--- src/rtl/ccs_pkg.sv ---
// ccs_pkg: shared constants for the C comment stripper.
// No dependencies; used by the channel interfaces and c_comment_stripper.
`default_nettype none

package ccs_pkg;

  localparam int unsigned CH_W           = 8;
  localparam int unsigned POS_W          = 16;
  localparam int unsigned COUNT_BITS_DEF = 16;

  localparam logic [CH_W-1:0] CH_NUL   = 8'h00;
  localparam logic [CH_W-1:0] CH_NL    = 8'h0A;
  localparam logic [CH_W-1:0] CH_QUOTE = 8'h22;
  localparam logic [CH_W-1:0] CH_STAR  = 8'h2A;
  localparam logic [CH_W-1:0] CH_SLASH = 8'h2F;

endpackage

`default_nettype wire

--- src/rtl/ccs_if.sv ---
// ccs_in_if / ccs_out_if: valid/ready channels of the C comment stripper.
// Depends on ccs_pkg for the payload widths.
`default_nettype none

interface ccs_in_if;
  logic                     valid;
  logic                     ready;
  logic [ccs_pkg::CH_W-1:0] ch;

  modport source (output valid, output ch, input ready);
  modport sink   (input valid, input ch, output ready);
endinterface

interface ccs_out_if;
  logic                      valid;
  logic                      ready;
  logic [ccs_pkg::CH_W-1:0]  out_ch;
  logic                      last;
  logic                      unclosed_error;
  logic [ccs_pkg::POS_W-1:0] error_line;
  logic [ccs_pkg::POS_W-1:0] error_column;

  modport source (output valid, output out_ch, output last, output unclosed_error,
                  output error_line, output error_column, input ready);
  modport sink   (input valid, input out_ch, input last, input unclosed_error,
                  input error_line, input error_column, output ready);
endinterface

`default_nettype wire

--- src/rtl/c_comment_stripper.sv ---
// c_comment_stripper: byte-serial filter that drops C block and line comments.
// Depends on ccs_pkg and the channel interfaces in ccs_if.sv.
//
// Usage: source bytes enter on in_i, one request per byte; byte 0 ends the
// text. Filtered bytes leave on out_o; each input byte yields zero, one or two
// results, and the final result of a byte carries last. The end-of-text byte
// always yields a 0 terminator; if the text ended inside a block comment that
// terminator carries unclosed_error with the comment's line and column.
// A byte's results are written into the result queue when it is accepted; if the
// queue was empty, the first shows on out_o in the next cycle. Throughput: one byte
// per cycle while out_o drains one result per cycle; a byte that yields two results
// makes the three-entry result queue back up, and in_i.ready drops until it drains.
// in_i.ready is high whenever the queue holds at most one result, so it depends on
// no input in the same cycle. When the receiver stalls, results wait in the queue
// and input stops once two free entries are no longer guaranteed.
// Reset (rst_ni low, asynchronous) empties the queue and returns the scanner
// to normal text with all counters at zero; end of text does so too, but keeps the queue.
`default_nettype none

module c_comment_stripper #(
  parameter int unsigned COUNT_BITS = ccs_pkg::COUNT_BITS_DEF
) (
  input  wire logic      clk_i,
  input  wire logic      rst_ni,
  ccs_in_if.sink         in_i,
  ccs_out_if.source      out_o
);

  typedef enum logic [5:0] {
    MODE_NORMAL     = 6'b000001,
    MODE_SLASH      = 6'b000010,
    MODE_STRING     = 6'b000100,
    MODE_LINE       = 6'b001000,
    MODE_BLOCK      = 6'b010000,
    MODE_BLOCK_STAR = 6'b100000
  } mode_e;

  typedef struct packed {
    logic [ccs_pkg::CH_W-1:0]  out_ch;
    logic                      last;
    logic                      unclosed_error;
    logic [ccs_pkg::POS_W-1:0] error_line;
    logic [ccs_pkg::POS_W-1:0] error_column;
  } res_t;

  typedef logic [COUNT_BITS-1:0] cnt_t;

  localparam int unsigned QDEPTH = 3;
  localparam cnt_t CLAMP_LIM = COUNT_BITS'(17'h0FFFF);

  function automatic cnt_t sat_inc(input cnt_t v);
    sat_inc = (v == '1) ? v : v + cnt_t'(1);
  endfunction

  function automatic logic [ccs_pkg::POS_W-1:0] clamp_pos(input cnt_t v);
    clamp_pos = (v > CLAMP_LIM) ? '1 : ccs_pkg::POS_W'(v);
  endfunction

  mode_e mode_q, mode_d;
  cnt_t  line_q, line_d, col_q, col_d, cline_q, cline_d, ccol_q, ccol_d;

  res_t       q_q [QDEPTH];
  res_t       q_d [QDEPTH];
  logic [1:0] count_q, count_d;

  logic       acc, pop;
  logic [ccs_pkg::CH_W-1:0] ch;

  // per-byte decode results
  logic [1:0] res_cnt;
  logic [ccs_pkg::CH_W-1:0] rb [2];
  logic       rerr;
  logic       nl_cnt, ended, set_cpos, plain;
  res_t       r0, r1;
  logic [1:0] base;

  assign ch  = in_i.ch;
  assign acc = in_i.valid & in_i.ready;
  assign pop = out_o.valid & out_o.ready;

  assign in_i.ready = (count_q <= 2'd1);

  always_comb begin
    res_cnt  = 2'd0;
    rb[0]    = ccs_pkg::CH_NUL;
    rb[1]    = ccs_pkg::CH_NUL;
    rerr     = 1'b0;
    nl_cnt   = 1'b0;
    ended    = 1'b0;
    set_cpos = 1'b0;
    plain    = 1'b0;
    mode_d   = mode_q;

    case (mode_q)
      MODE_SLASH: begin
        if (ch == ccs_pkg::CH_STAR) begin
          mode_d = MODE_BLOCK;
        end else if (ch == ccs_pkg::CH_SLASH) begin
          mode_d = MODE_LINE;
        end else begin
          rb[0]   = ccs_pkg::CH_SLASH;
          res_cnt = 2'd1;
          plain   = 1'b1;
        end
      end
      MODE_STRING: begin
        if (ch == ccs_pkg::CH_NUL) begin
          // close the open string before the terminator
          rb[0]   = ccs_pkg::CH_QUOTE;
          rb[1]   = ccs_pkg::CH_NUL;
          res_cnt = 2'd2;
          ended   = 1'b1;
        end else begin
          if (ch == ccs_pkg::CH_NL) begin
            nl_cnt = 1'b1;
          end else if (ch == ccs_pkg::CH_QUOTE) begin
            mode_d = MODE_NORMAL;
          end
          rb[0]   = ch;
          res_cnt = 2'd1;
        end
      end
      MODE_LINE: begin
        if (ch == ccs_pkg::CH_NUL) begin
          res_cnt = 2'd1;
          ended   = 1'b1;
        end else if (ch == ccs_pkg::CH_NL) begin
          rb[0]   = ccs_pkg::CH_NL;
          res_cnt = 2'd1;
          nl_cnt  = 1'b1;
          mode_d  = MODE_NORMAL;
        end
      end
      MODE_BLOCK, MODE_BLOCK_STAR: begin
        if (ch == ccs_pkg::CH_NUL) begin
          res_cnt = 2'd1;
          rerr    = 1'b1;
          ended   = 1'b1;
        end else if (ch == ccs_pkg::CH_NL) begin
          // newline kept but not counted inside a block comment
          rb[0]   = ccs_pkg::CH_NL;
          res_cnt = 2'd1;
          mode_d  = MODE_BLOCK;
        end else if (ch == ccs_pkg::CH_STAR) begin
          mode_d = MODE_BLOCK_STAR;
        end else if (ch == ccs_pkg::CH_SLASH && mode_q == MODE_BLOCK_STAR) begin
          rb[0]   = ccs_pkg::CH_NL;
          res_cnt = 2'd1;
          mode_d  = MODE_NORMAL;
        end else begin
          mode_d = MODE_BLOCK;
        end
      end
      default: begin
        plain = 1'b1;
      end
    endcase

    if (plain) begin
      mode_d = MODE_NORMAL;
      if (ch == ccs_pkg::CH_NUL) begin
        rb[res_cnt[0]] = ccs_pkg::CH_NUL;
        res_cnt        = res_cnt + 2'd1;
        ended          = 1'b1;
      end else if (ch == ccs_pkg::CH_QUOTE) begin
        rb[res_cnt[0]] = ch;
        res_cnt        = res_cnt + 2'd1;
        mode_d         = MODE_STRING;
      end else if (ch == ccs_pkg::CH_SLASH) begin
        set_cpos = 1'b1;
        mode_d   = MODE_SLASH;
      end else begin
        nl_cnt         = (ch == ccs_pkg::CH_NL);
        rb[res_cnt[0]] = ch;
        res_cnt        = res_cnt + 2'd1;
      end
    end
  end

  // only the terminator of an unclosed comment carries the error fields
  always_comb begin
    r0.out_ch         = rb[0];
    r0.last           = (res_cnt == 2'd1);
    r0.unclosed_error = rerr;
    r0.error_line     = rerr ? clamp_pos(cline_q) : '0;
    r0.error_column   = rerr ? clamp_pos(ccol_q) : '0;
    r1.out_ch         = rb[1];
    r1.last           = 1'b1;
    r1.unclosed_error = 1'b0;
    r1.error_line     = '0;
    r1.error_column   = '0;
  end

  always_comb begin
    line_d  = line_q;
    col_d   = col_q;
    cline_d = cline_q;
    ccol_d  = ccol_q;
    if (acc) begin
      if (ended) begin
        line_d  = '0;
        col_d   = '0;
        cline_d = '0;
        ccol_d  = '0;
      end else begin
        if (set_cpos) begin
          cline_d = sat_inc(line_q);
          ccol_d  = sat_inc(col_q);
        end
        if (nl_cnt) begin
          line_d = sat_inc(line_q);
          col_d  = '0;
        end else begin
          col_d = sat_inc(col_q);
        end
      end
    end
  end

  // result queue: head at entry 0, shift on pop, append up to two results
  always_comb begin
    base = pop ? count_q - 2'd1 : count_q;
    for (int i = 0; i < QDEPTH; i++) begin
      q_d[i] = q_q[i];
    end
    if (pop) begin
      for (int i = 0; i < QDEPTH - 1; i++) begin
        q_d[i] = q_q[i+1];
      end
    end
    if (acc && res_cnt != 2'd0) begin
      q_d[base] = r0;
    end
    if (acc && res_cnt == 2'd2) begin
      q_d[base + 2'd1] = r1;
    end
    count_d = base + (acc ? res_cnt : 2'd0);
  end

  always_ff @(posedge clk_i or negedge rst_ni) begin
    if (!rst_ni) begin
      mode_q  <= MODE_NORMAL;
      line_q  <= '0;
      col_q   <= '0;
      cline_q <= '0;
      ccol_q  <= '0;
      count_q <= 2'd0;
    end else begin
      if (acc) begin
        mode_q <= ended ? MODE_NORMAL : mode_d;
      end
      line_q  <= line_d;
      col_q   <= col_d;
      cline_q <= cline_d;
      ccol_q  <= ccol_d;
      count_q <= count_d;
    end
  end

  always_ff @(posedge clk_i) begin
    for (int i = 0; i < QDEPTH; i++) begin
      q_q[i] <= q_d[i];
    end
  end

  assign out_o.valid          = (count_q != 2'd0);
  assign out_o.out_ch         = q_q[0].out_ch;
  assign out_o.last           = q_q[0].last;
  assign out_o.unclosed_error = q_q[0].unclosed_error;
  assign out_o.error_line     = q_q[0].error_line;
  assign out_o.error_column   = q_q[0].error_column;

`ifndef SYNTHESIS
  a_queue_bound: assert property (@(posedge clk_i) disable iff (!rst_ni)
    count_q <= 2'(QDEPTH))
    else $error("result queue over capacity");

  a_end_resets: assert property (@(posedge clk_i) disable iff (!rst_ni)
    acc && ended |=> mode_q == MODE_NORMAL && line_q == '0 && col_q == '0)
    else $error("end of text did not return scanner to start state");

  a_silent_byte: assert property (@(posedge clk_i) disable iff (!rst_ni)
    acc && res_cnt == 2'd0 && !pop |=> $stable(count_q))
    else $error("queue changed on a byte with no result");

  a_err_is_term: assert property (@(posedge clk_i) disable iff (!rst_ni)
    out_o.valid && out_o.unclosed_error |->
      out_o.out_ch == ccs_pkg::CH_NUL && out_o.last)
    else $error("unclosed-comment flag on a non-terminator result");
`endif

endmodule

`default_nettype wire

--- src/flat_wrapper.sv ---
// flat-port wrapper written by rule: the top's interface ports become plain ports
module c_comment_stripper_flat 
#(
  parameter int unsigned COUNT_BITS = ccs_pkg::COUNT_BITS_DEF
)
  (clk_i, rst_ni, in_i_valid, in_i_ch, in_i_ready, out_o_valid, out_o_out_ch, out_o_last, out_o_unclosed_error, out_o_error_line, out_o_error_column, out_o_ready);
  ccs_in_if in_i_i ();
  ccs_out_if out_o_i ();
  input  wire logic clk_i;
  input  wire logic rst_ni;
  input wire logic [$bits(in_i_i.valid)-1:0] in_i_valid;
  input wire logic [$bits(in_i_i.ch)-1:0] in_i_ch;
  output wire logic [$bits(in_i_i.ready)-1:0] in_i_ready;
  output wire logic [$bits(out_o_i.valid)-1:0] out_o_valid;
  output wire logic [$bits(out_o_i.out_ch)-1:0] out_o_out_ch;
  output wire logic [$bits(out_o_i.last)-1:0] out_o_last;
  output wire logic [$bits(out_o_i.unclosed_error)-1:0] out_o_unclosed_error;
  output wire logic [$bits(out_o_i.error_line)-1:0] out_o_error_line;
  output wire logic [$bits(out_o_i.error_column)-1:0] out_o_error_column;
  input wire logic [$bits(out_o_i.ready)-1:0] out_o_ready;
  assign in_i_i.valid = in_i_valid;
  assign in_i_i.ch = in_i_ch;
  assign in_i_ready = in_i_i.ready;
  assign out_o_valid = out_o_i.valid;
  assign out_o_out_ch = out_o_i.out_ch;
  assign out_o_last = out_o_i.last;
  assign out_o_unclosed_error = out_o_i.unclosed_error;
  assign out_o_error_line = out_o_i.error_line;
  assign out_o_error_column = out_o_i.error_column;
  assign out_o_i.ready = out_o_ready;
  c_comment_stripper #(.COUNT_BITS(COUNT_BITS)) u_core (.clk_i(clk_i), .rst_ni(rst_ni), .in_i(in_i_i), .out_o(out_o_i));
endmodule
--- config.mk ---
export PLATFORM = sky130hd
export DESIGN_NAME = c_comment_stripper_flat
export DESIGN_NICKNAME = d
export VERILOG_FILES = /design/src/rtl/ccs_pkg.sv /design/src/rtl/ccs_if.sv /design/src/rtl/c_comment_stripper.sv /design/src/flat_wrapper.sv
export SDC_FILE = /design/constraint.sdc
export NUM_CORES = 1
export LEC_CHECK = 0
export CAP_MARGIN = 20
export CORE_MARGIN = 1.5
export CORE_UTILIZATION = 35
export DETAILED_ROUTE_END_ITERATION = 7
export DONT_BUFFER_PORTS = 1
export GPL_TIMING_DRIVEN = 0
export SKIP_LAST_GASP = 1
export SYNTH_ARGS = -nofsm -noshare
export SYNTH_HDL_FRONTEND = slang
export SYNTH_SLANG_ARGS = --single-unit
--- constraint.sdc ---
create_clock -name clk_i -period 2.15 [get_ports clk_i]
set_clock_uncertainty 0.05 [all_clocks]
set_input_delay 0.1075 -clock clk_i [delete_from_list [all_inputs] [get_ports clk_i]]
set_output_delay 0.1075 -clock clk_i [all_outputs]
set_load 0.01 [all_outputs]
# Word level (Yosys, flattened, before mapping)
# Memory sizes are Yosys's and may differ from the RTL's.
# Index checks and enable logic that the tools add are counted.
# classes
bitwise_logic,7
reduce_logical,18
muxes,92
n_eq_ne,20
order_cmp,9
n_addsub,6
# ops
op,n
2-to-1 mux 16 bit,18
bitwise mux 126 bit,2
2-to-1 mux 126 bit,2
demux 42 bit (select 2 bit),2
2-to-1 mux 6 bit,15
2-to-1 mux 42 bit,2
2-to-1 mux 84 bit,1
2-to-1 mux 8 bit,7
adder 16 x 1 -> 16 bit (second input constant),2
== test 16 bit (second input constant),2
greater-than comparator 16 bit (second input constant),2
one-hot mux 8 bit (4 select lines),1
2-to-1 mux 2 bit,13
== test 8 x 6 -> 1 bit (second input constant),3
one-hot mux 6 bit (4 select lines),1
2-to-1 mux 1 bit,21
bitwise AND 16 bit,1
bitwise mux 16 bit,1
inequality test 4 x 2 -> 1 bit (second input constant),4
NOT 16 bit,1
AND reduction 9 bit,1
demux 8 bit (select 1 bit),1
== test 8 x 4 -> 1 bit (second input constant),1
zero test 8 bit,1
30 further kinds,47
# totals
ramBits,126
in_bits,12
memories,1
reg_bits,72
output_inout_bits,44
# mem_list
memory,words,width,read_ports,rd_clocked_by_memory_dff,write_ports,line_no,text
u_core.q_q,3,42,3,0,3,c_comment_stripper.sv:62,res_t q_q [QDEPTH];

# Depth between registers and ports, before layout
# depth
word_depth,21
ltp_mapped,12
depth_no_buf,10

# Least setup slack after synthesis
# Ideal clock, no wire load.
# synth_path
path_type,reg-to-reg
from,register u_core.count_q[1]
to,memory u_core.q_q[0][65] (netlist bit)
period_less_slack_ns,2.399
t_required_ns,1.953
n_path_buf,2
stages_incl_launch_ff,10
arrival_time_ns,2.202
path_slack_ns,-0.249
path_cell_list,dfrtp_1 > inv_1 > ha_1 > nand2b_1 > and2_1 > clkbuf_1 > nand3_1 > nor2_1 > clkbuf_1 > a311oi_2
# synth_rtl
element,line_no,text
"start, declared",c_comment_stripper.sv:64,"logic [1:0] count_q, count_d;"
"start signal, assigned",c_comment_stripper.sv:256,count_q <= count_d;
"end, declared",c_comment_stripper.sv:62,

==> results.md <==
* Required @ worst endpoint at 2.45 ns
* Category of the critical setup timing path: reg2reg
* Number of levels the H-tree was split into at 4
* Worst R2R Setup Slack at -0.35 ns
* Hold Path Cell Cnt at 2
* Diode count at 0
* Unrepaired setup endpoints after global routing: yes
* Hold/Removal Path Class: in2reg
* Synth Area per Inst at 8.64 um^2
* First-pass iteration count of the detailed router at 5
* Biggest area consumer among synthesized cells: sky130_fd_sc_hd__dfxtp_1
* Via count of the first global-routing pass at 9108
* Top achievable clock speed at between 400 and 500 MHz
* Portion of synthesized cell area occupied by the leading cell type at 0.247
* Fraction of final layout cells sized beyond drive strength 1 at 0.401
* Area growth syn-to-layout at 43.2%
* CP Capture Type: register
* Post-DP HPWL at 21000 um
* Largest cells by area after synthesis: sky130_fd_sc_hd__dfxtp_1, sky130_fd_sc_hd__dfrtp_1, sky130_fd_sc_hd__nand2_1
* Launching point of the worst reg2reg path: u_core.mode_q[3]
* Critical path launch point type: register
* Core footprint at about 29000 um^2
* Average wire length per cell after detail routing at just under 20 um
* Final min period at 2.50 ns
* Final count of hold timing violations at 0
* Worst r2r dst: u_core.q_q[0][62]
* WHS Endpoint: u_core.q_q[0][76]
* Total negative slack for setup checks at -45.37 ns
* Antenna violations before repair at 0
* First-pass GRT wire length at between 40000 and 50000 um
* Largest net degree at the start of global routing at 73
* Count of maximum capacitance violations at 0
* Chip width at ~170 um
* Clk slew on worst S/H paths at 0.08 ns
* Biggest fanout along the worst timing path at 10
* Setup violators final at approximately 180
* Number of nets with antenna violations after detailed routing at 0
* Asr flop ratio synth at 0.364
* Predominant post-synthesis flop cell: sky130_fd_sc_hd__dfxtp_1
* Synthesized flop and latch total at ~200
* Num Clock Sinks at roughly 200
* Count of standard-cell rows at 62
* Worst reg-to-reg path cell count at 9
* Worst hold slack at 0.0128 ns
* Min setup slack post-route at -0.345 ns
* Power density normalized to cell area at roughly 1000 nW/um^2
* Starting Density at 0.355
* Dpl ws at -0.826 ns
* Register area share after synthesis at 0.424
* Post-detailed-routing wire length at roughly 33000 um
* Per-cell via count in the routed design at 5.74
* Rel. slew slack at 0.525
* Clk root buf: sky130_fd_sc_hd__clkbuf_16
* Total Power at between 0.01 and 0.015 W
* CP Cell Sequence: buf_8 > nor4b_4 > a211oi_4 > nor3_4 > o2111a_2 > o21ai_4 > buf_12 > buf_12 > a311oi_2
* Pins over their slew limit at 0
* Nets in the synthesized netlist at about 1200
* Area after detailed placement at between 10000 and 15000 um^2
* Outcome: finished with violations
* Total number of vias at between 9000 and 10000
* Number of nets in the layout at about 1300
* Count of distinct cell types in the synthesized netlist at 73
* Total Die Area at 30200 um^2
* Startpoint of the lowest-slack hold path: in_i_ch[0]
* Peak ir drop on the vdd network at 0.451 mV
* Final design instance area without fill at approximately 15000 um^2
* Ys Warns at 0
* Drt initial violations at between 600 and 700
* Most used standard cells in the synthesized netlist: sky130_fd_sc_hd__nand2_1, sky130_fd_sc_hd__dfxtp_1, sky130_fd_sc_hd__a21oi_1, sky130_fd_sc_hd__o21ai_0, sky130_fd_sc_hd__dfrtp_1
* TritonCTS clock tree: done
* Worst-Skew Late Latency at around 0.45 ns
* Remaining global-route overflow at 0
* # IOs at 56
* Maximum single-stage delay on the critical path at about 0.42 ns
* Number of CTS-inserted buffers at 17
* Post-synthesis cell count at about 1200
* Die Span Y at approximately 170 um
* Part of the cycle the worst path needs at 1.16
* DRC Markers at 0
* Cell with the largest stage delay on the worst path: sky130_fd_sc_hd__dfrtp_1
* LEAKAGE at between 5 and 6 nW
* GRT Total Usage at 0.201
* Failing checks: negative setup slack
* Count of flip-flops with a built-in enable after synthesis at 0
* Cell mode on critical path: sky130_fd_sc_hd__buf_12
* Count leader, synth: sky130_fd_sc_hd__nand2_1
* Signal arrival time at the worst endpoint at ~2.8 ns
* Slew at the pin with the worst max-slew slack at a little over 0.7 ns
* Clock Tree Buf Depth at 2
* Number of buffers inserted by port buffering at 0
* Cell area after synthesis at around 10000 um^2
* Routability cong. at around 0.89
-- worst max-delay path: cells and delay by family, from the launching register on --
family | cells | cell delay [ns]
DFF | 1 | 0.42
buffers and inverters | 3 | 0.50
AOI/OAI and AO/OA | 4 | 0.80
and+or+nand+nor | 2 | 0.61
-- layout by cell type, fill, tap and decap left out, types with 22 or more instances in the layout --
master and count:
sky130_fd_sc_hd__buf_4 99, sky130_fd_sc_hd__nor2_1 31, sky130_fd_sc_hd__clkbuf_16 31, sky130_fd_sc_hd__a21oi_1 63
sky130_fd_sc_hd__o21ai_2 22, sky130_fd_sc_hd__a211oi_2 29, sky130_fd_sc_hd__a21oi_2 23, sky130_fd_sc_hd__a311oi_2 33
sky130_fd_sc_hd__dfrtp_1 62, sky130_fd_sc_hd__nand3_1 24, sky130_fd_sc_hd__mux2i_1 42, sky130_fd_sc_hd__nand2_1 161
sky130_fd_sc_hd__o21ai_0 50, sky130_fd_sc_hd__nand4_1 44, sky130_fd_sc_hd__dfxtp_1 126, sky130_fd_sc_hd__o21ai_1 23
sky130_fd_sc_hd__a21oi_4 36
-- per-stage QoR --
stage / utilization / instances
global route: 0.509 / 1695
global placement: 0.380 / 1564
floorplan: - / 1180
CTS: 0.442 / 1642
finish: 0.509 / 1695
detailed placement: 0.380 / 1565
-- worst max path at each step --
stage / startpoint / to / slack [ns] / cells after the start
after global routing: u_core.mode_q[3] / u_core.count_q[1] / -0.49 / 11
after global placement: in_i_ch[2] / u_core.q_q[0][16] / -0.92 / 8
final: u_core.mode_q[3] / u_core.q_q[0][62] / -0.35 / 9
after detailed placement: u_core.count_q[1] / u_core.q_q[0][71] / -0.83 / 9
after floorplan: u_core.count_q[0] / u_core.q_q[0][93] / -0.05 / 10
after CTS: u_core.mode_q[3] / u_core.q_q[0][2] / -0.22 / 10
-- repair_timing --
item	in CTS	in global routing
pin swaps	35	78
setup endpoints to repair	196	197
hold buffers	7	0
resized for setup	189	316
endpoints found under the hold margin	83	0
buffers inserted	34	44
cloned	6	16
-- logic make-up (layout without fill, tap and decap cells) --
logic type                 count (synthesis)  after routing  synth area share
muxes                                     49             49            0.0487
and+or+nand+nor                          373            373             0.176
AOI/OAI and AO/OA                        380            380             0.243
adders and majority gates                  5              5           0.00614
DFF                                      198            198             0.424
xor gates and xnor gates                  29             29            0.0249
buffers and inverters                    146            277            0.0766
-- where the power goes --
group,switching (W),internal (W)
combinational,0.00321,0.00316
clock,0.00160,0.00166
sequential,0.000502,0.00449
total,0.00532,0.00930
-- registers in the layout (all words and copies together) (netlist names) --
| signal | cells |
|---|---|
| u_core.cline_q | 16 |
| u_core.mode_q | 6 |
| u_core.line_q | 16 |
| u_core.ccol_q | 16 |
| u_core.col_q | 16 |
| u_core.count_q | 2 |
| u_core.q_q | 126 |
-- per-layer routing --
metal,up-vias,wire [um],GRT usage
met5,-,0,0
li1,4524,-,-
met2,347,16200,0.327
met1,4777,14100,0.266
met4,0,1210,0.0851
met3,89,1860,0.0287
-- cell type report --
class	count	area, um^2
buffer	132	1150
clock buffer	18	429
clock inverter	14	155
fill	2490	14100
inverter	7	26.3
multi-input combinational	836	6760
sequential	198	4340
tap	384	480
timing repair buffer	106	1260
No activity file was read; power rests on OpenSTA's default activity.
